--- src/hw/rtl/fwh_ram.sv ---
module fwh_ram #(
    parameter int WIDTH = 8,
    parameter int DEPTH = 16
) (
    input  logic                     aclk,
    input  logic                     we,
    input  logic [$clog2(DEPTH)-1:0] waddr,
    input  logic [WIDTH-1:0]         wdata,
    input  logic                     re,
    input  logic [$clog2(DEPTH)-1:0] raddr,
    output logic [WIDTH-1:0]         rdata
);

    logic [WIDTH-1:0] mem [DEPTH];

    // read returns the old entry on a same-address write
    always_ff @(posedge aclk) begin
        if (we) begin
            mem[waddr] <= wdata;
        end
        if (re) begin
            rdata <= mem[raddr];
        end
    end

endmodule

--- config.mk ---
export PLATFORM = sky130hd
export DESIGN_NAME = fwh_ram
export DESIGN_NICKNAME = d
export VERILOG_FILES = /design/src/hw/rtl/fwh_ram.sv
export SDC_FILE = /design/constraint.sdc
export NUM_CORES = 1
export LEC_CHECK = 0
export BUFFER_PORTS_ARGS = -buffer_cell sky130_fd_sc_hd__buf_4
export CAP_MARGIN = 20
export CELL_PAD_IN_SITES_DETAIL_PLACEMENT = 0
export CELL_PAD_IN_SITES_GLOBAL_PLACEMENT = 2
export CORE_UTILIZATION = 43
export CTS_BUF_LIST = sky130_fd_sc_hd__clkbuf_4 sky130_fd_sc_hd__clkbuf_8 sky130_fd_sc_hd__clkbuf_16
export DETAILED_ROUTE_END_ITERATION = 10
export HOLD_SLACK_MARGIN = 0.1
export PLACE_DENSITY_LB_ADDON = 0.2
export SYNTH_ARGS = -nofsm -noshare
export SYNTH_HDL_FRONTEND = slang
export SYNTH_SLANG_ARGS = --single-unit
--- constraint.sdc ---
create_clock -name aclk -period 1.5 [get_ports aclk]
set_input_delay 0.075 -clock aclk [delete_from_list [all_inputs] [get_ports aclk]]
set_output_delay 0.075 -clock aclk [all_outputs]
set_load 0.1 [all_outputs]
==> summary.md <==
| Metric | Value |
|---|---|
| Area grow syn2layout | 23.8% |
| Die Ht | roughly 110 um |
| Post-route ant nets | 0 |
| Power Total | 9.16 mW |
| Worst-skew pair later-pin latency | 410 ps |
| Io pins | 27 |
| Mux cell area share after synthesis | 0.148 |
| Clock slew at the register clock pins of the worst setup and hold paths | ~60 ps |
| Die area | between 10000 and 15000 um^2 |
| DP HPWL | ~6.5 mm |
| Adder-Cell Fraction of Synth Area | 0 |
| Post-synthesis cell count | 229 |
| Routed WL | 10.3 mm |
| Area of the mapped netlist | 5230 um^2 |
| Gpl congestion | ~0.71 |
| Synth Register Bits | 136 |
| Critical Path Fanout Max | 1 |
| H-tree Lvls | 4 |
| Largest net degree at the start of global routing | 18 |
| HP Class | in -> reg |
| DRC violations left | 3 |
| PwrDens | 1420 nW/um^2 |
| Postcts setup bufs | 0 |
| Failing checks | design-rule violations |
| Crit Path Category | reg -> reg |
| Final number of setup-violating endpoints | 0 |
| Fin crit period | 1470 ps |
| CP max-delay cell | mux4_1 |
| Arrival time at the worst endpoint | 1620 ps |
| Largest stage delay on the critical path | 540 ps |
| Via/cell ratio | 5.47 |
| Core ar. | ~12000 um^2 |
| Max-cap violations | 0 |
| Finished Core Util | 0.557 |
| Initial DRC count | approximately 150 |
| Netlist cell types | 18 |
| Post-synthesis sequential area ratio | 0.781 |
| Initial Util | 0.450 |
| Max Fclk | about 0.68 GHz |
| Worst Setup Start Kind | register |
| Final period util | 0.977 |
| Diodes inserted | 0 |
| First-pass GRT wire length | 15.5 mm |
| Largest family of logic cells by synthesized area | multiplexers |
| Critical path's top delay family | multiplexers |
| CTS sink cnt | 136 |
| Syn Nets | 248 |
| Layout cells sized above 1 | 0.362 |
| Total track usage | 0.181 |
| Final hold violations | 0 |
| CTS tree | yes |
| Inserted Clock Buffers | 17 |
| Syn. warnings | 0 |
| Complex-gate fraction of the synthesized area | 0.0230 |
| Pleak | between 2 and 2.5 nW |
| Max-Slew Margin vs Limit | 0.491 |
| Simple logic cell fraction of the synthesized area | 0.0314 |
| Least-Margin Pin Slew | 761 ps |
| Clock Path Buffers | 2 |
| Peak VDD IR | 0.700 mV |
| GRT overflow | 0 |
| DIE WIDTH | roughly 110 um |
| CTS root buf | clkbuf_16 |
| Pins Over Slew Limit | 0 |
| Setup Skew | 5.31 ps |
| Critical path cell sequence | mux4_1 -> a22oi_1 -> nand2_1 |
| Endpoint type of the worst setup path | register |
| Pre-antenna DRT Iters | 7 |
| # rows | 39 |
| Final nets | 316 |
| RSZ-0062 raised after global routing | no |
| Req. time, crit path | 1660 ps |
| Vias post-DR | 2472 |
| Port bufs | 26 |
| Vias in the first global route | about 2500 |
| Initial antenna violation count | 0 |
| XOR/XNOR share of the synthesized area | 0 |
| WP buf/inv | 0 |
| Average size of a mapped cell | between 20 and 25 um^2 |
| Status | finished with violations |
| DR WL/cell | 22.7 um |
-- timing repair --
action	CTS	global route
resized for setup	3	9
pin swaps	0	3
endpoints found under the setup margin	2	6
endpoints found under the hold margin	136	0
hold buffers	9	0
-- placed cells by master (no fill, tap or decap), drive strengths merged --
| cell | instances |
|---|---|
| a22oi | 16 |
| and2 | 1 |
| and2b | 1 |
| buf | 50 |
| bufinv | 4 |
| clkbuf | 17 |
| clkinv | 6 |
| clkinvlp | 4 |
| dlygate4sd3 | 9 |
| edfxtp | 136 |
| mux4 | 32 |
| nand2 | 9 |
| nand2b | 2 |
| nand3 | 1 |
| nand3b | 2 |
| nor2 | 13 |
| nor2b | 1 |
| nor3 | 4 |
| or3b | 1 |
-- cell usage after synthesis --
master	number	area, um^2
buf_2	3	15.0
mux4_1	14	368
or3b_2	1	8.76
nor2b_1	1	6.26
and2_1	1	6.26
mux4_2	18	405
nor2_1	13	48.8
nand3b_1	2	15.0
buf_4	1	7.51
nor3_1	4	20.0
edfxtp_1	136	4080
nand2_1	9	33.8
nand3_1	1	5.00
a22oi_1	16	120
buf_6	3	33.8
clkdlybuf4s25_2	3	30.0
and2b_1	1	7.51
nand2b_1	2	12.5
-- worst paths after layout --
path               from         to  slack, ps  depth (start not counted)
max           mem[8][2]   rdata[2]         30                          3
min            waddr[0]  mem[4][5]        180                          3
max reg2reg   mem[8][2]   rdata[2]         30                          3
min reg2reg  mem[15][5]   rdata[5]        750                          3
-- worst register-to-register path, delay by kind of cell (launching register included) --
kind             cells  cell delay (ps)
AO/OA/AOI/OAI        1              220
flip-flops           1              380
multiplexers         1              540
AND/OR/NAND/NOR      1               80
-- sequential cells by signal (all words and copies together), names as in the netlist --
name / cells
rdata: 8
mem: 128
-- metrics by stage --
step	setup TNS, ps	area [um^2]	instances	setup WS (ps)	hold slack, ps
after floorplan	0	5230	229	143	174
after global placement	-710	5750	412	-196	381
after detailed placement	-654	5750	412	-167	384
after CTS	0	6450	452	1.56	176
after global routing	0	6470	452	7.66	182
final	0	6470	452	33.9	179
-- cell type report --
cell class	instances	area, um^2
clock buffer	17	425
tap	143	179
clock inverter	14	183
timing repair buffer	59	515
fill	883	5140
multi-input combinational	83	1090
sequential	136	4080
-- per-layer routing --
layer,up-vias,GRT usage,wire length (um)
li1,1111,-,-
met1,1281,0.253,4690
met2,69,0.275,4980
met3,11,0.0524,448
met4,0,0.0640,140
met5,-,0,0
-- where the power goes --
| part | internal (mW) | switching, mW | leakage [nW] |
|---|---|---|---|
| registers | 4.28 | 0.0205 | 1.24 |
| logic | 0.232 | 0.383 | 0.664 |
| clock network | 2.75 | 1.50 | 0.288 |
| total | 7.26 | 1.90 | 2.19 |
-- cell families after synthesis --
| group | after synthesis |
|---|---|
| AOI/OAI and AO/OA | 16 |
| buffers and inverters | 10 |
| DFF | 136 |
| muxes | 32 |
| and+or+nand+nor | 35 |
(Power assumes the default switching activity.)
