### config.mk
export PLATFORM = sky130hd
export DESIGN_NAME = fwh_index_pipe
export DESIGN_NICKNAME = d
export VERILOG_FILES = /design/src/hw/rtl/fwh_pkg.sv /design/src/hw/rtl/fwh_index_pipe.sv
export SDC_FILE = /design/constraint.sdc
export NUM_CORES = 2
export LEC_CHECK = 0
export ABC_CLOCK_PERIOD_IN_PS = 10700
export BUFFER_PORTS_ARGS = -buffer_cell sky130_fd_sc_hd__buf_2
export CORE_MARGIN = 2
export CORE_UTILIZATION = 45
export DETAILED_ROUTE_END_ITERATION = 10
export PLACE_DENSITY = 0.68
export SLEW_MARGIN = 30
export SYNTH_ARGS = -nofsm -noshare
export SYNTH_HDL_FRONTEND = slang
export SYNTH_SLANG_ARGS = --single-unit
### constraint.sdc
create_clock -name aclk -period 10.7 [get_ports aclk]
set_input_delay 1.605 -clock aclk [delete_from_list [all_inputs] [get_ports aclk]]
set_output_delay 1.605 -clock aclk [all_outputs]
set_load 0.03 [all_outputs]
### src/hw/rtl/fwh_pkg.sv
package fwh_pkg;

    localparam int MAX_BINS = 64;
    localparam int BIN_AW   = $clog2(MAX_BINS);
    localparam int NB_W     = $clog2(MAX_BINS + 1);
    // common width for comparing the 7-bit register against MAX_BINS
    localparam int NBC_W    = (NB_W > 7) ? NB_W : 7;

    localparam int VAL_W     = 32;
    localparam int BIN_W     = 48;
    localparam int SUM_W     = 56;
    localparam int IDX_OUT_W = 6;
    localparam int CFG_IDX_W = 8;

    localparam logic [VAL_W-1:0] UNIT_WEIGHT = 32'h0001_0000;

    localparam logic [CFG_IDX_W-1:0] CFG_LOW_BOUND       = 8'd0;
    localparam logic [CFG_IDX_W-1:0] CFG_INV_BIN_WIDTH   = 8'd1;
    localparam logic [CFG_IDX_W-1:0] CFG_NUM_BINS        = 8'd2;
    localparam logic [CFG_IDX_W-1:0] CFG_USE_WEIGHT      = 8'd3;
    localparam logic [CFG_IDX_W-1:0] CFG_FILTER_ENABLE   = 8'd4;
    localparam logic [CFG_IDX_W-1:0] CFG_FILTER_LOW      = 8'd5;
    localparam logic [CFG_IDX_W-1:0] CFG_FILTER_HIGH     = 8'd6;

    typedef struct packed {
        logic [VAL_W-1:0] low_bound;
        logic [VAL_W-1:0] inv_bin_width;
        logic [6:0]       num_bins;
        logic             use_weight;
        logic             filter_enable;
        logic [VAL_W-1:0] filter_low;
        logic [VAL_W-1:0] filter_high;
    } cfg_t;

    // bin update request leaving the index pipe (also drives the RAM read)
    typedef struct packed {
        logic              valid;
        logic [BIN_AW-1:0] addr;
        logic [VAL_W-1:0]  add;
    } bin_req_t;

    typedef struct packed {
        logic              en;
        logic [BIN_AW-1:0] addr;
        logic [BIN_W-1:0]  data;
    } bin_wr_t;

    typedef enum logic [2:0] {
        ST_CLEAR,
        ST_IDLE,
        ST_DRAIN,
        ST_READ,
        ST_OUT
    } state_t;

endpackage

### src/hw/rtl/fwh_index_pipe.sv
module fwh_index_pipe
    import fwh_pkg::*;
(
    input  logic              aclk,
    input  logic              aresetn,
    input  logic              in_valid,
    input  logic [VAL_W-1:0]  in_value,
    input  logic [VAL_W-1:0]  in_weight,
    input  logic              in_covered,
    input  logic [VAL_W-1:0]  in_fval,
    input  cfg_t              cfg,
    input  logic [NB_W-1:0]   nb,
    output bin_req_t          req,
    output logic              busy
);

    // stage A: captured sample
    logic              a_valid_reg;
    logic [VAL_W-1:0]  a_value_reg;
    logic [VAL_W-1:0]  a_weight_reg;
    logic              a_covered_reg;
    logic [VAL_W-1:0]  a_fval_reg;

    // stage B: offset magnitude and weight
    logic              b_valid_reg;
    logic              b_valid_next;
    logic [VAL_W-1:0]  b_dmag_reg;
    logic [VAL_W-1:0]  b_dmag_next;
    logic [VAL_W-1:0]  b_add_reg;
    logic [VAL_W-1:0]  b_add_next;

    // stage C: raw bin index
    logic              c_valid_reg;
    logic [VAL_W-1:0]  c_idx_reg;
    logic [VAL_W-1:0]  c_add_reg;

    logic [VAL_W:0]     diff;
    logic               neg;
    logic               filt_ok;
    logic [2*VAL_W-1:0] prod;
    logic               hit_last;
    logic               in_range;

    always_comb begin
        diff    = {a_value_reg[VAL_W-1], a_value_reg}
                - {cfg.low_bound[VAL_W-1], cfg.low_bound};
        neg     = diff[VAL_W];
        filt_ok = !cfg.filter_enable
               || (($signed(a_fval_reg) >= $signed(cfg.filter_low))
                && ($signed(a_fval_reg) <= $signed(cfg.filter_high)));
        // negative offset lands in bin 0 only when the scale is zero
        b_valid_next = a_valid_reg && !a_covered_reg && filt_ok
                    && (!neg || (cfg.inv_bin_width == '0));
        b_dmag_next  = neg ? '0 : diff[VAL_W-1:0];
        b_add_next   = cfg.use_weight ? a_weight_reg : UNIT_WEIGHT;
    end

    assign prod = b_dmag_reg * cfg.inv_bin_width;

    always_comb begin
        hit_last  = (c_idx_reg == 32'(nb));
        in_range  = (c_idx_reg < 32'(nb));
        req.valid = c_valid_reg && (hit_last || in_range);
        req.addr  = hit_last ? BIN_AW'(nb - NB_W'(1)) : c_idx_reg[BIN_AW-1:0];
        req.add   = c_add_reg;
    end

    assign busy = a_valid_reg || b_valid_reg || c_valid_reg;

    always_ff @(posedge aclk) begin
        if (!aresetn) begin
            a_valid_reg <= 1'b0;
            b_valid_reg <= 1'b0;
            c_valid_reg <= 1'b0;
        end else begin
            a_valid_reg <= in_valid;
            b_valid_reg <= b_valid_next;
            c_valid_reg <= b_valid_reg;
        end
        a_value_reg   <= in_value;
        a_weight_reg  <= in_weight;
        a_covered_reg <= in_covered;
        a_fval_reg    <= in_fval;
        b_dmag_reg    <= b_dmag_next;
        b_add_reg     <= b_add_next;
        c_idx_reg     <= prod[2*VAL_W-1:VAL_W];
        c_add_reg     <= b_add_reg;
    end

endmodule

==> impl_metrics.json <==
{
  "ctsHoldBuffers": 0,
  "worstRegToRegCells": 24,
  "whs_ns": 0.322,
  "outcome": "completed",
  "postSynthCellCount": 4405,
  "syn_nets": 5909,
  "crit_required_ns": 11.15,
  "min_path_type": "register to register",
  "finalMaxSlewViolations": 0,
  "initial_utilization": 0.453,
  "drt_iter0_markers": 1649,
  "ys_types": 78,
  "synth_flop_cell": "dfxtp_1",
  "startpoint_type": "input pin",
  "synth_warnings": 0,
  "finalCritPeriodShare": 0.865,
  "synth-simple-area-share": 0.170,
  "detail_route.wl_per_cell_um": 18.8,
  "cts_root_buffer": "clkbuf_16",
  "fillers": 8588,
  "worstPathArrival_ns": 9.70,
  "htree_num_levels": 1,
  "syn_avg_cell_area_um2": 9.39,
  "cts_setup_buffers": 0,
  "setup.worst_path.start": "cfg[81]",
  "hold_viol": 0,
  "io_buffers": 276,
  "io_pins": 284,
  "grt_max_degree": 34,
  "drc": 0,
  "cts_buffers": 25,
  "cap_violations": 0,
  "ff_latch_area_um2": 4590,
  "max_freq_mhz": 108,
  "min_period_ns": 9.26,
  "insertion_delay_ns": 0.59,
  "synth_compound_area_frac": 0.0514,
  "worst_pin_slew_ns": 1.01,
  "clockBufferDepth": 3,
  "drt-pass1-iter-count": 5,
  "die_area_um2": 94300,
  "rows": 111,
  "cts_resized": 0,
  "rsz0062_at_grt": "no",
  "synth_top_family_by_area": "adder cells",
  "area_growth_pct": 8.18,
  "rrSetupSlack_ns": 2.27,
  "gp_congestion": 0.898,
  "grt_pass1_wl_mm": 175,
  "die_x_um": 307,
  "endpoint_kind": "register",
  "synth_edf_count": 0,
  "core_um2": 91400,
  "grt_antenna_before_repair": 8,
  "synthMuxAreaShare": 0.000756,
  "yosysSeqAreaShare": 0.110,
  "r2r_start": "b_dmag_reg[18]",
  "fin_nets": 6053,
  "rr_endpoint": "c_idx_reg[19]",
  "syn-cell-area_um2": 41400,
  "die_height_um": 307,
  "cp_max_fo": 33,
  "multi_input_area_um2": 32200,
  "ys_ff_latch": 228,
  "grt_use_total": 0.237,
  "finalSetupTns_ns": 0,
  "design_area_um2": 44700,
  "crit_type": "input pin to register",
  "synth-xor-area-share": 0.0131,
  "hpwl_mm": 83.1,
  "grt_pass1_vias": 32800,
  "setup_viol": 0,
  "ant_nets": 0,
  "vias_per_cell": 5.20,
  "synth_fa_ha_area_frac": 0.544,
  "synthArstFlopShare": 0,
  "max_slew_margin": 0.329,
  "clk_pin_slew_ns": 0.07,
  "vias": 30000,
  "cts_tree": "done",
  "worst_clock_skew_ns": 0.0274,
  "layout-drive-gt1-share": 0.0944,
  "cts_sinks": 228,
  "grt_overflow": 0,
  "postRouteWirelength_mm": 108,
  "place_area_um2": 43800,
  "crit_end": "c_idx_reg[19]"
}
[Yosys cell counts, types with 8 or more instances]
library cell	n	share of area
inv_1	1004	0.091
fa_1	896	0.43
and2_1	645	0.098
nand2_1	467	0.042
ha_1	364	0.11
dfxtp_1	228	0.11
clkbuf_1	198	0.018
a21oi_1	96	0.012
nor2_1	75	0.0068
a21o_1	57	0.010
o21ai_0	52	0.0063
xnor2_1	37	0.0078
nand4_1	29	0.0044
xor2_1	25	0.0053
nor4_1	18	0.0027
nand2b_1	17	0.0026
nand3_1	16	0.0019
nor2b_1	15	0.0023
nor3_1	12	0.0015
a211oi_1	10	0.0018
o21bai_1	10	0.0018
and3_1	9	0.0014
and4_1	8	0.0017
o21a_1	8	0.0015
[cell families after synthesis]
group,count (synthesis)
buf+inv,1209
flops,228
mux,3
xor+xnor,62
fa+ha+maj,1260
compound gates,308
simple gates,1335
[cells in the final DEF (no fill, tap or decap), types with 10 or more instances in the layout]
| cell type | instances |
|---|---|
| nand4_1 | 29 |
| nor2b_1 | 15 |
| o21ai_0 | 52 |
| fa_1 | 896 |
| o21bai_1 | 10 |
| nor3_1 | 11 |
| and2_1 | 645 |
| inv_1 | 1004 |
| clkbuf_16 | 25 |
| nand2b_1 | 17 |
| buf_4 | 46 |
| xnor2_1 | 37 |
| nand2_1 | 467 |
| xor2_1 | 25 |
| a21o_1 | 57 |
| diode_2 | 10 |
| ha_1 | 364 |
| dfxtp_2 | 24 |
| a21oi_1 | 96 |
| nor4_1 | 18 |
| nor2_1 | 75 |
| buf_2 | 276 |
| nand3_1 | 16 |
| dfxtp_1 | 204 |
| a211oi_1 | 10 |
[worst min-delay path by stage]
stage / from / to / cells past startpoint
3_3_place_gp: b_add_reg[27] / c_add_reg[27] / 0
4_1_cts: b_add_reg[14] / c_add_reg[14] / 0
6_report: b_add_reg[27] / c_add_reg[27] / 0
3_5_place_dp: b_add_reg[14] / c_add_reg[14] / 0
2_1_floorplan: b_add_reg[0] / c_add_reg[0] / 0
5_1_grt: b_add_reg[14] / c_add_reg[14] / 0
[per-stage QoR]
stage / worst slack, ns / instances / utilization
6_report: 1.44 / 5764 / 0.490
5_1_grt: 1.18 / 5757 / 0.489
4_1_cts: 1.55 / 5754 / 0.489
3_5_place_dp: 0.975 / 5708 / 0.479
3_3_place_gp: 0.997 / 5708 / 0.479
2_1_floorplan: 2.43 / 4405 / -
[metal layers]
metal | share of wire | up-vias | track usage
li1 | - | 13300 | -
met1 | 0.37 | 15300 | 0.282
met2 | 0.51 | 1078 | 0.426
met3 | 0.075 | 291 | 0.0428
met4 | 0.044 | 6 | 0.0913
met5 | 0.00039 | - | 0
[final cells by class]
cell class                 count  area share
multi-input combinational   2968       0.721
timing repair buffer         322      0.0386
inverter                    1004      0.0842
clock buffer                  26      0.0143
antenna                       10    0.000559
clock inverter                20     0.00582
sequential                   228       0.103
tap                         1186      0.0332
[worst max-delay path, stage by stage]
cell and delay [ns]:
buf_2 0.74, and2_1 0.27, fa_1 0.42, fa_1 0.55, inv_1 0.06, fa_1 0.50, fa_1 0.52, inv_1 0.06
fa_1 0.55, fa_1 0.44, fa_1 0.49, inv_1 0.05, fa_1 0.47, inv_1 0.08, ha_1 0.37, a21oi_4 0.20
o211ai_1 0.17, a2111oi_2 0.31, buf_4 0.21, o221ai_1 0.32, a211oi_1 0.64, o21ai_0 0.27, inv_1 0.10, o21ai_0 0.10
xor2_1 0.16
Power is left out: the tool's default activity adds up to more than one toggle a clock period on the data nets, which glitch-free logic cannot reach.
