[src/hw/rtl/fwh_pkg.sv]
package fwh_pkg;

    localparam int MAX_BINS = 64;
    localparam int BIN_AW   = $clog2(MAX_BINS);
    localparam int NB_W     = $clog2(MAX_BINS + 1);
    // common width for comparing the 7-bit register against MAX_BINS
    localparam int NBC_W    = (NB_W > 7) ? NB_W : 7;

    localparam int VAL_W     = 32;
    localparam int BIN_W     = 48;
    localparam int SUM_W     = 56;
    localparam int IDX_OUT_W = 6;
    localparam int CFG_IDX_W = 8;

    localparam logic [VAL_W-1:0] UNIT_WEIGHT = 32'h0001_0000;

    localparam logic [CFG_IDX_W-1:0] CFG_LOW_BOUND       = 8'd0;
    localparam logic [CFG_IDX_W-1:0] CFG_INV_BIN_WIDTH   = 8'd1;
    localparam logic [CFG_IDX_W-1:0] CFG_NUM_BINS        = 8'd2;
    localparam logic [CFG_IDX_W-1:0] CFG_USE_WEIGHT      = 8'd3;
    localparam logic [CFG_IDX_W-1:0] CFG_FILTER_ENABLE   = 8'd4;
    localparam logic [CFG_IDX_W-1:0] CFG_FILTER_LOW      = 8'd5;
    localparam logic [CFG_IDX_W-1:0] CFG_FILTER_HIGH     = 8'd6;

    typedef struct packed {
        logic [VAL_W-1:0] low_bound;
        logic [VAL_W-1:0] inv_bin_width;
        logic [6:0]       num_bins;
        logic             use_weight;
        logic             filter_enable;
        logic [VAL_W-1:0] filter_low;
        logic [VAL_W-1:0] filter_high;
    } cfg_t;

    // bin update request leaving the index pipe (also drives the RAM read)
    typedef struct packed {
        logic              valid;
        logic [BIN_AW-1:0] addr;
        logic [VAL_W-1:0]  add;
    } bin_req_t;

    typedef struct packed {
        logic              en;
        logic [BIN_AW-1:0] addr;
        logic [BIN_W-1:0]  data;
    } bin_wr_t;

    typedef enum logic [2:0] {
        ST_CLEAR,
        ST_IDLE,
        ST_DRAIN,
        ST_READ,
        ST_OUT
    } state_t;

endpackage

[src/hw/rtl/fwh_accum.sv]
module fwh_accum
    import fwh_pkg::*;
(
    input  logic              aclk,
    input  logic              aresetn,
    input  bin_req_t          req,
    input  logic [BIN_W-1:0]  rdata,
    input  logic              total_clr,
    output bin_wr_t           wr,
    output logic [SUM_W-1:0]  total,
    output logic              busy
);

    logic              d_valid_reg;
    logic [BIN_AW-1:0] d_addr_reg;
    logic [VAL_W-1:0]  d_add_reg;

    // last write, for an entry read before that write landed
    logic              fwd_valid_reg;
    logic [BIN_AW-1:0] fwd_addr_reg;
    logic [BIN_W-1:0]  fwd_data_reg;

    logic [SUM_W-1:0]  total_reg;
    logic [SUM_W-1:0]  total_next;

    logic [BIN_W-1:0]  old_bin;
    logic [BIN_W:0]    bin_sum;
    logic [BIN_W-1:0]  new_bin;
    logic [SUM_W:0]    tot_sum;

    always_comb begin
        old_bin = (fwd_valid_reg && (fwd_addr_reg == d_addr_reg)) ? fwd_data_reg : rdata;
        bin_sum = {1'b0, old_bin} + (BIN_W + 1)'(d_add_reg);
        new_bin = bin_sum[BIN_W] ? '1 : bin_sum[BIN_W-1:0];
        tot_sum = {1'b0, total_reg} + (SUM_W + 1)'(d_add_reg);
        if (total_clr) begin
            total_next = '0;
        end else if (d_valid_reg) begin
            total_next = tot_sum[SUM_W] ? '1 : tot_sum[SUM_W-1:0];
        end else begin
            total_next = total_reg;
        end
    end

    assign wr.en   = d_valid_reg;
    assign wr.addr = d_addr_reg;
    assign wr.data = new_bin;
    assign total   = total_reg;
    assign busy    = d_valid_reg;

    always_ff @(posedge aclk) begin
        if (!aresetn) begin
            d_valid_reg   <= 1'b0;
            fwd_valid_reg <= 1'b0;
            total_reg     <= '0;
        end else begin
            d_valid_reg   <= req.valid;
            fwd_valid_reg <= d_valid_reg;
            total_reg     <= total_next;
        end
        d_addr_reg   <= req.addr;
        d_add_reg    <= req.add;
        fwd_addr_reg <= d_addr_reg;
        fwd_data_reg <= new_bin;
    end

endmodule

[config.mk]
export PLATFORM = sky130hd
export DESIGN_NAME = fwh_accum
export DESIGN_NICKNAME = d
export VERILOG_FILES = /design/src/hw/rtl/fwh_pkg.sv /design/src/hw/rtl/fwh_accum.sv
export SDC_FILE = /design/constraint.sdc
export NUM_CORES = 1
export LEC_CHECK = 0
export ABC_AREA = 0
export ABC_CLOCK_PERIOD_IN_PS = 8600
export BUFFER_PORTS_ARGS = -buffer_cell sky130_fd_sc_hd__buf_2
export CAP_MARGIN = 20
export CORE_MARGIN = 2
export CORE_UTILIZATION = 25
export DETAILED_ROUTE_END_ITERATION = 6
export MAX_ROUTING_LAYER = met4
export PLACE_DENSITY = 0.41
export SLEW_MARGIN = 20
export SYNTH_ARGS = -nofsm -noshare
export SYNTH_HDL_FRONTEND = slang
export SYNTH_SLANG_ARGS = --single-unit
[constraint.sdc]
create_clock -name aclk -period 8.6 [get_ports aclk]
set_input_delay 0.43 -clock aclk [delete_from_list [all_inputs] [get_ports aclk]]
set_output_delay 0.43 -clock aclk [all_outputs]
set_load 0.05 [all_outputs]
==> results of run 1 <==
power breakdown:
group	internal (mW)	switching (mW)	total [mW]	leakage [nW]
clock	0.411	0.359	0.771	0.279
sequential	0.750	0.0284	0.779	1.25
combinational	0.163	0.370	0.533	3.45
cells in the mapped netlist, types with 21 or more instances:
master and instances:
inv_1 34, mux2_2 35, o21ai_0 74, ha_1 67, mux2i_1 21, nor2_1 56, dfxtp_1 150, nand2_1 92
xor2_1 38, xnor2_1 38, nor3_1 22, a21o_1 38, a21oi_1 104, nand3_1 24, nand4_1 23, and3_1 28
worst max-delay path, stage by stage (launching register included):
cell,delay (ns)
dfxtp_1,0.38
xnor2_1,0.13
nand4_1,0.14
nor4_2,0.25
buf_12,0.37
mux2_2,0.39
ha_1,0.19
inv_1,0.07
fa_1,0.18
nor2b_1,0.06
o21ai_0,0.25
a21oi_1,0.17
o211ai_1,0.50
a211oi_2,0.22
o31ai_2,0.52
or3_1,0.18
buf_4,0.42
nand2_1,0.25
buf_2,0.28
per-layer routing:
metal / wire, um / vias up / track usage (%)
met5: 0 / - / -
met4: 488 / 0 / 5.22
met3: 1190 / 26 / 3.55
met2: 13400 / 145 / 24.5
met1: 15000 / 3872 / 21.9
li1: - / 4219 / -
kinds of logic (layout without fill, tap and decap cells):
logic type               after synthesis  in the layout
buffers and inverters                 74            272
XOR/XNOR                              76             76
adder cells (fa/ha/maj)               69             69
AO/OA/AOI/OAI                        312            312
multiplexers                          56             56
flip-flops                           150            150
AND/OR/NAND/NOR                      312            312
other                                  0              1
worst max path at each step:
stage	start	to	slack, ns	depth (start not counted)
after floorplan	d_addr_reg[1]	wr[41]	2.47	17
after global placement	d_addr_reg[2]	wr[25]	3.20	18
final	d_addr_reg[2]	wr[25]	2.67	18
after detailed placement	d_addr_reg[2]	wr[17]	3.09	18
after CTS	d_addr_reg[2]	wr[17]	2.56	18
after global routing	d_addr_reg[2]	wr[17]	2.20	18
stage by stage:
step / cell area (um2) / std cells / setup WS, ns / utilization [%]
6_report: 11100 / 1709 / 2.67 / 31.2
5_1_grt: 11100 / 1709 / 2.20 / 31.2
4_1_cts: 11100 / 1708 / 2.56 / 31.2
3_5_place_dp: 10500 / 1676 / 3.09 / 29.5
3_3_place_gp: 10500 / 1676 / 3.20 / 29.5
2_1_floorplan: 9030 / 1049 / 2.47 / -
layout make-up:
cell class / instances / area [um2]
well taps: 461 / 577
flip-flops and latches: 150 / 3000
clock buffers: 17 / 425
diodes: 1 / 2.50
repair buffers: 206 / 1060
fillers: 3869 / 24500
clock inverters: 15 / 159
inverters: 34 / 128
multi-input cells: 825 / 5730
==> summary.md, run 1 <==
| Metric | Value |
|---|---|
| Largest net degree at the start of global routing | 75 |
| Clock skew | 0.0102 ns |
| TritonCTS buffer count | 17 |
| Asr flop ratio synth | 0% |
| Synth top area share | approximately 33% |
| Final Cycle Share | roughly 69% |
| FMAX | approximately 170 MHz |
| Port bufs | between 200 and 250 |
| Fraction of the mapped netlist area in adder cells | under 10% |
| Hold Path Class | input pin to flip-flop |
| Post-route ant nets | 0 |
| Clock buffer depth | 2 |
| Post-Syn Nets | between 1000 and 1500 |
| Hold endpoint | d_add_reg[4] |
| Simple logic cell fraction of the synthesized area | 17.5% |
| Synth Cell Area | ~0.0090 mm2 |
| Reg-to-reg slack, setup | 3.65 ns |
| Initial Util | about 25% |
| Post-synthesis mux area share | around 6.7% |
| WP data required | around 8 ns |
| WHS | 0.0818 ns |
| Drt via density | 4.83 |
| Critical Path End Type | output pin |
| Final hold vios | 0 |
| CTS root buffer | clkbuf_16 |
| Post-synthesis compound-gate area fraction | 22.0% |
| Gr usage total | between 10% and 20% |
| Tmin final | roughly 5.9 ns |
| Pleak | ~5.0 nW |
| Final TNS setup | 0 ns |
| Total power | about 2.1 mW |
| Layout cell share with drive strength beyond 1 | about a quarter |
| Rel. slew slack | 32.6% |
| PwrDens | about 190 mW/mm2 |
| Measured slew at the worst slew-check pin | 1.01 ns |
| DRC | 0 |
| Final WL | 30200 um |
| Synth area leader | dfxtp_1 |
| Worst-path clk slew | 0.07 ns |
| Hold path startpoint | req[4] |
| Synth Area in XOR/XNOR | 7.37% |
| R2R depth | 17 |
| CTS tree | yes |
| Final #Nets | around 1400 |
| WP data arrival | between 5 and 6 ns |
| #FFs+latches synth | 150 |
| Status | finished clean |
| Drt first pass iters | 5 |
| CTS Sinks | 150 |
| Most frequent cells in the layout | buf_2, dfxtp_1, a21oi_1 |
| Seq/Total Area, Yosys | 33.2% |
| Total number of vias | a little over 8000 |
| Core Area | approximately 0.036 mm2 |
| Placement Rows | slightly below 70 |
| Area grow syn2layout | 22.7% |
| H-tree Lvls | 4 |
| First-pass GRT wire length | 46800 um |
| Top_reg_cell synth | dfxtp_1 |
| RD Place Congestion | about 0.83 |
| EDFF count, synth | 0 |
| Worst setup SP type | flip-flop |
| FF-to-FF Start | d_addr_reg[2] |
| Die Height | roughly 190 um |
| Worst-Skew Late Latency | roughly 0.45 ns |
| Post-cts resize count | 0 |
| # hold bufs at CTS | 0 |
| Max capacitance violation total | 0 |
| Worst hold path stage count | 1 |
| Vias in the first global route | between 7000 and 8000 |
| Dpl hpwl | around 23000 um |
| RSZ-0062 raised after global routing | false |
| VDD IR max | between 0.1 and 0.15 mV |
| Synth area leaders | dfxtp_1, ha_1, a21oi_1 |
| Die ar. | 0.0377 mm2 |
| Synth Warn # | 0 |
| Wire per inst | between 15 and 20 um |
| Post-CTS setup buffer count | 0 |
| Final setup vio count | 0 |
| I/O Pins | around 200 |
| Max Slew Vio Count | 0 |
| Chip width | 194 um |
| Mean Syn Cell Area | ~8.6 um2 |
| Initial antenna violation count | 1 |
| Critical path peak fanout | 74 |
| Most common cell after layout, fill and taps aside | buf_2 |
| Main combinational cell family by area after synthesis | compound AO/OA/AOI/OAI gates |
| Synth cell types | 70 |
| Worst flop-to-flop path endpoint | fwd_data_reg[25] |
| Crit Path Category | flip-flop to output pin |
| Synthesized instance count | around 1000 |
| DR iter-0 viols | approximately 440 |
| Largest register FFs | 56 |
| Grt ovf | 0 |
Power figures use the tool's default switching activity.
==> run 2, diff against run 1 <==
--- a/config.mk
+++ b/config.mk
@@ -6,14 +6,14 @@
 export NUM_CORES = 1
 export LEC_CHECK = 0
 export ABC_AREA = 0
-export ABC_CLOCK_PERIOD_IN_PS = 8600
+export ABC_CLOCK_PERIOD_IN_PS = 4750
 export BUFFER_PORTS_ARGS = -buffer_cell sky130_fd_sc_hd__buf_2
 export CAP_MARGIN = 20
 export CORE_MARGIN = 2
 export CORE_UTILIZATION = 25
 export DETAILED_ROUTE_END_ITERATION = 6
 export MAX_ROUTING_LAYER = met4
-export PLACE_DENSITY = 0.41
+export PLACE_DENSITY = 0.43
 export SLEW_MARGIN = 20
 export SYNTH_ARGS = -nofsm -noshare
 export SYNTH_HDL_FRONTEND = slang
==> constraint.sdc (replaced) <==
create_clock -name aclk -period 4.75 [get_ports aclk]
set_input_delay 0.2375 -clock aclk [delete_from_list [all_inputs] [get_ports aclk]]
set_output_delay 0.2375 -clock aclk [all_outputs]
set_load 0.05 [all_outputs]
==> run 2 against run 1 <==
Against the previous run:
- the flow now finishes with violations (setup timing)
- sequential power grew 81%
- largest cell class unchanged
- non-clock buffer count grew 113
- die area is the same
- final area grew 23%
- clock power grew 84%
- hold slack gained 0.026 ns
- critical path type unchanged
==> summary.md, run 2 (synthesized netlist as in run 1, its figures left out) <==
| Metric | Value |
|---|---|
| Status | complete, but fails checks |
| Failing checks | setup timing |
| Crit Path Category | flip-flop to output pin |
| CTS Sinks | 150 (unchanged) |
| Hold Path Class | input pin to flip-flop |
| Vias in the first global route | 8889 (+12%) |
| FMAX | around 200 MHz |
| WP data arrival | 4.71 ns (-0.79 ns) |
| Port bufs | 201 (unchanged) |
| Final #Nets | 1506 (+8.1%) |
| CTS tree | yes |
| Initial antenna violation count | 1 (unchanged) |
| Final setup vio count | 47 (+47) |
| Area after DPL | 0.0111 mm2 (+5.9%) |
| First-pass GRT wire length | 50600 um (+8.2%) |
| Final Cell Area | 0.0136 mm2 (+23%) |
| Die Height | 194 um (unchanged) |
| Max incr delay on CP | 0.39 ns (-0.13 ns) |
| Worst-path clk slew | 0.08 ns (about the same) |
| Area grow syn2layout | 50.6% |
| RSZ-0062 raised after global routing | true |
| Dpl hpwl | 23900 um (+2.2%) |
| Wire per inst | 17.8 um (+1.1%) |
| Largest net degree at the start of global routing | 34 (-55%) |
| TritonCTS buffer count | 17 (unchanged) |
| Gr usage total | 17.5% (+1.2 points) |
| Critical Path End Type | output pin |
| Post-route ant nets | 0 (unchanged) |
| Most common cell after layout, fill and taps aside | buf_2 |
| Most frequent cells in the layout | buf_2, dfxtp_1, a21oi_1 |
| Total number of vias | 8825 (+6.8%) |
| Layout cell share with drive strength beyond 1 | 35.5% (+12 points) |
| CTS root buffer | clkbuf_16 |
| RD Place Congestion | 0.806 (-3.4%) |
| Final Cycle Share | 104% |
| I/O Pins | 202 (unchanged) |
| Slowest cell on the critical path | or3_4 |
| Worst-Skew Late Latency | 0.45 ns (about the same) |
| Pre-CTS setup slack | -0.117 ns (-3.21 ns) |
| VDD IR max | 0.240 mV (+74%) |
| Pleak | 5.99 nW (+20%) |
| Grt ovf | 0 (unchanged) |
| Drt via density | 4.84 (+0.19%) |
| Final hold vios | 0 (unchanged) |
| Measured slew at the worst slew-check pin | 1.03 ns (+0.0200 ns) |
| DRC | 0 (unchanged) |
| DR iter-0 viols | 348 (-20%) |
| Fillcell total | 3634 (-6.1%) |
| Largest register FFs | 56 (unchanged) |
| Max Slew Vio Count | 0 (unchanged) |
| Worst setup SP type | flip-flop |
| Clock skew | 0.0101 ns (-0.000108 ns) |
| Clock buffer depth | 2 (unchanged) |
| Critical path peak fanout | 5 (-93%) |
| H-tree Lvls | 4 (unchanged) |
| Core Area | 0.0356 mm2 (unchanged) |
| Final WS setup | -0.193 ns (-2.86 ns) |
| Placement Rows | 69 (unchanged) |
| Initial Util | 25.4% (unchanged) |
| CP cell instances | xnor2_2 -> nand4_1 -> nor4_4 -> buf_4 -> buf_12 -> buf_12 -> buf_6 -> mux2_4 -> ha_4 -> inv_2 -> fa_2 -> nor2b_4 -> o21ai_2 -> a21oi_2 -> o211ai_1 -> buf_4 -> a211oi_4 -> buf_4 -> o31ai_4 -> or3_4 -> buf_12 -> clkbuf_16 -> o21ai_4 -> buf_6 |
| Die ar. | 0.0377 mm2 (unchanged) |
| WP data required | 4.51 ns (-3.66 ns) |
| Rel. slew slack | 31.3% (-1.3 points) |
| Max capacitance violation total | 0 (unchanged) |
| Tmin final | slightly below 5 ns |
| Drt first pass iters | 6 (+1) |
| Chip width | 194 um (unchanged) |
| PwrDens | 307 mW/mm2 (+63%) |
| Final WL | 32500 um (+7.8%) |
run 2: cell types whose count changed in the layout (fill, tap and decap cells not counted), sizes merged:
cell,previous run,this run
dlygate4sd3,0,39
bufinv,1,0
clkinv,2,3
clkinvlp,3,0
clkbuf,17,18
bufbuf,0,1
buf,206,278
inv,43,46
run 2: cell type report:
class	instances	area (um2)	area share, %
multi-input cells	825	6600	48.6
clock inverters	15	171	1.26
clock buffers	17	425	3.13
diodes	1	2.50	0.0184
repair buffers	319	2670	19.6
inverters	34	128	0.938
well taps	461	577	4.24
flip-flops and latches	150	3020	22.2
run 2: metal layers:
| layer | share of wire [%] | up-vias | track usage [%] |
|---|---|---|---|
| met4 | 1.2 | 0 | 4.04 |
| met3 | 3.7 | 20 | 3.58 |
| met5 | 0 | - | - |
| met1 | 48 | 4204 | 23.1 |
| li1 | - | 4444 | - |
| met2 | 47 | 157 | 27.5 |
run 2: power breakdown:
group / internal [mW] / switching (mW)
Clock: 0.715 / 0.703
Sequential: 1.36 / 0.0531
Combinational: 0.562 / 0.781
Total: 2.63 / 1.54
run 2: final timing paths:
path | from | end | slack, ns | cells past startpoint
worst min register to register | d_addr_reg[4] | fwd_addr_reg[4] | 0.38 | 0
worst max-delay path | d_addr_reg[0] | wr[16] | -0.19 | 24
worst max register to register | d_addr_reg[0] | fwd_data_reg[4] | 0.53 | 24
worst min-delay path | aresetn | fwd_valid_reg | 0.11 | 2
run 2: repair_timing:
item / 4_1_cts / 5_1_grt
cloned: 5 / 1
hold buffers: 39 / 0
buffers inserted: 23 / 7
endpoints found under the hold margin: 39 / 0
setup endpoints to repair: 48 / 48
gates resized for setup: 224 / 53
pin swaps: 20 / 16
run 2: critical path: cells and delay by family (launching register included):
| kind | cells | cell delay [ns] |
|---|---|---|
| buffers and inverters | 10 | 1.41 |
| AND/OR/NAND/NOR | 4 | 0.87 |
| AO/OA/AOI/OAI | 6 | 0.79 |
| adder cells (fa/ha/maj) | 2 | 0.50 |
| flip-flops | 1 | 0.36 |
| multiplexers | 1 | 0.15 |
| XOR/XNOR | 1 | 0.13 |
run 2: through the flow:
step	util (%)	hold slack [ns]	TNS [ns]	std cells	power [mW]
2_1_floorplan	-	0.265	0	1049	2.17
3_3_place_gp	31.3	0.340	-0.0345	1721	2.49
3_5_place_dp	31.3	0.341	-1.85	1721	2.49
4_1_cts	37.6	0.0872	-6.33	1819	4.19
5_1_grt	38.2	0.104	-18.33	1822	4.37
6_report	38.2	0.108	-6.36	1822	4.17
==> run 3, diff against run 2 <==
--- a/config.mk
+++ b/config.mk
@@ -18,3 +18,4 @@
 export SYNTH_ARGS = -nofsm -noshare
 export SYNTH_HDL_FRONTEND = slang
 export SYNTH_SLANG_ARGS = --single-unit
+export TNS_END_PERCENT = 50
==> run 3 against run 2 <==
Against the previous run:
- the flow still finishes with violations (setup timing)
- largest power group unchanged
- sequential power is essentially flat
- register-to-register slack gained 0.06 ns
- setup slack gained 0.012 ns
- count of clock-buffer cells in the layout is the same
- sequential cell count is the same
- maximum frequency grew 0.24%
- critical path depth shrank 7
- hold slack lost 0.00070 ns
- critical endpoint is now wr[43]
- clock power is essentially flat
==> summary.md, run 3 (synthesized netlist as in run 1, its figures left out) <==
| Metric | Value |
|---|---|
| Worst-Skew Late Latency | 0.45 ns (about the same) |
| Critical Path Source | d_addr_reg[0] |
| CTS root buffer | clkbuf_16 |
| Status | complete, but fails checks |
| R2R depth | 22 (-8.3%) |
| Final hold vios | 0 (unchanged) |
| Critical path's top delay family | simple AND/OR/NAND/NOR gates |
| Chip width | 194 um (unchanged) |
| Total power | 4.13 mW (-1.1%) |
| Int Power | 2.60 mW (-1.1%) |
| Drt first pass iters | 5 (-1) |
| Max capacitance violation total | 0 (unchanged) |
| Seq. cell area | 0.00302 mm2 (unchanged) |
| Initial antenna violation count | 0 (-1) |
| Hold path startpoint | aresetn |
| Layout Utilization | 37.6% (-0.69 points) |
| Fillcell total | 3695 (+1.7%) |
| CP cell instances | xnor2_2 -> nand4_1 -> nor4_4 -> buf_4 -> buf_12 -> buf_16 -> mux2_2 -> ha_1 -> nand4_1 -> nor4_1 -> nand2_1 -> o22a_4 -> a311oi_4 -> nor2_2 -> nor4b_4 -> mux2i_4 -> buf_6 |
| H-tree Lvls | 4 (unchanged) |
| Core Area | 0.0356 mm2 (unchanged) |
| First-pass GRT wire length | 50000 um (-1.2%) |
| Die ar. | 0.0377 mm2 (unchanged) |
| Critical path peak fanout | 11 (+6) |
| Final #Nets | 1502 (-0.27%) |
| Switching share of power | 36.9% (about the same) |
| Clock skew | 0.00940 ns (-0.000673 ns) |
| Max incr delay on CP | 0.37 ns (-0.02 ns) |
| Area occupied by multi-input gates | 0.00655 mm2 (-0.80%) |
| Total number of vias | 8774 (-0.58%) |
| Clock buffer depth | 2 (unchanged) |
| Sequential share of power | 34.2% (+0.4 points) |
| Die Height | 194 um (unchanged) |
| Tmin final | 4.93 ns (-0.0117 ns) |
| Crit Path Category | flip-flop to output pin |
| RSZ-0062 raised after global routing | true |
| VDD IR max | 0.240 mV (about the same) |
| Worst-path clk slew | 0.08 ns (about the same) |
| Layout cell share with drive strength beyond 1 | 34.4% (-1.1 points) |
| Clk pwr share | 34.4% (+0.4 points) |
| Gr usage total | 17.3% (-0.23 points) |
| Initial Util | 25.4% (unchanged) |
| Rel. slew slack | 32.0% (+0.72 points) |
| WP data arrival | 4.69 ns (-0.02 ns) |
| DRC | 0 (unchanged) |
| RD Place Congestion | 0.806 (unchanged) |
| Critical Path End Type | output pin |
| Largest register FFs | 56 (unchanged) |
| Final WS setup | -0.181 ns (+0.0117 ns) |
| Pre-CTS setup slack | -0.117 ns (unchanged) |
| Grt ovf | 0 (unchanged) |
| Failing checks | setup timing |
| Final WL | 32400 um (-0.18%) |
| I/O Pins | 202 (unchanged) |
| Most common cell after layout, fill and taps aside | buf_2 |
| PwrDens | 309 mW/mm2 (+0.72%) |
| Critical Path Stages | 17 (-29%) |
| Worst hold path stage count | 2 (unchanged) |
| Placement Rows | 69 (unchanged) |
| Measured slew at the worst slew-check pin | 1.02 ns (-0.0109 ns) |
| Max Slew Vio Count | 0 (unchanged) |
| Most frequent cells in the layout | buf_2, dfxtp_1, a21oi_1 |
| Port bufs | 201 (unchanged) |
| Post-route ant nets | 0 (unchanged) |
| Wire per inst | 17.9 um (about the same) |
| FF-to-FF Start | d_addr_reg[0] |
| WHS | 0.107 ns (-0.000701 ns) |
| TritonCTS buffer count | 17 (unchanged) |
| NetSw | 1.52 mW (-0.99%) |
| Power share of the combinational group | 31.3% (-0.9 points) |
| Area grow syn2layout | 47.9% |
| Pleak | 5.86 nW (-2.2%) |
| Slowest cell on the critical path | mux2_2 |
| Final TNS setup | -4.62 ns (+1.74 ns) |
| Hold Path Class | input pin to flip-flop |
| FMAX | 203 MHz (+0.24%) |
| Largest net degree at the start of global routing | 34 (unchanged) |
| Drt via density | 4.83 (-0.30%) |
| Final setup vio count | 46 (-2.1%) |
| CTS tree | yes |
| Vias in the first global route | 8760 (-1.5%) |
| Worst setup SP type | flip-flop |
| Most used cell, CP | nand4_1 |
| CTS Sinks | 150 (unchanged) |
| WP data required | 4.51 ns (about the same) |
| Dpl hpwl | 23900 um (unchanged) |
| Final Cycle Share | 104% (-0.25 points) |
| Diode count | 0 (-1) |
| DR iter-0 viols | 409 (+18%) |
| Buffers & Inverters on Critical Path | 4 (-6) |
==> run 3: final timing paths <==
check,endpoint,slack (ns)
setup / recovery,wr[43],-0.18
hold / removal,fwd_valid_reg,0.11
setup reg to reg,fwd_data_reg[17],0.59
hold reg to reg,fwd_addr_reg[4],0.38
==> run 3: routing by layer <==
layer	part of all wire (%)	vias up	GRT usage, %
met3	3.4	17	3.48
met1	49	4193	23.1
met5	0	-	-
met4	0.93	0	3.68
met2	47	135	27.1
li1	-	4429	-
==> run 3: worst register-to-register path: stages (launching register included) <==
cell and delay [ns]:
dfxtp_4 0.36, xnor2_2 0.13, nand4_1 0.16, nor4_4 0.26
buf_4 0.16, buf_12 0.15, buf_6 0.14, mux2_4 0.15
ha_4 0.12, inv_2 0.03, fa_2 0.36, nor2b_4 0.14
o21ai_2 0.09, a21oi_2 0.15, o211ai_1 0.10, buf_4 0.17
a211oi_4 0.31, buf_4 0.18, o31ai_4 0.09, or3_4 0.42
buf_12 0.17, buf_16 0.15, o21ai_2 0.09
==> run 3: timing repair <==
item                                   4_1_cts  5_1_grt
hold buffers                                39        0
buffers inserted                            14        7
endpoints found under the hold margin       39        0
setup endpoints to repair                   48       48
gates cloned                                 3        2
pin swaps                                   16       25
gates resized for setup                    140       74
==> run 3: metrics by stage <==
step | area (um2) | std cells
final | 13400 | 1817
after global routing | 13400 | 1817
after CTS | 12900 | 1808
after detailed placement | 11100 | 1721
after global placement | 11100 | 1721
after floorplan | 9270 | 1049
==> run 3: final cells by class <==
type	instances	area share [%]
clock inverter	15	1.28
multi-input combinational	825	49.0
clock buffer	17	3.18
sequential	150	22.6
inverter	34	0.955
tap	461	4.32
timing repair buffer	315	18.6
==> run 3: power groups by stage <==
| stage | clock network, mW | logic (mW) | registers (mW) |
|---|---|---|---|
| floorplan | 0 | 0.706 | 1.46 |
| CTS | 1.47 | 1.21 | 1.41 |
| detailed placement | 0 | 1.06 | 1.44 |
| global placement | 0 | 1.06 | 1.44 |
| global route | 1.51 | 1.39 | 1.42 |
| finish | 1.42 | 1.29 | 1.41 |
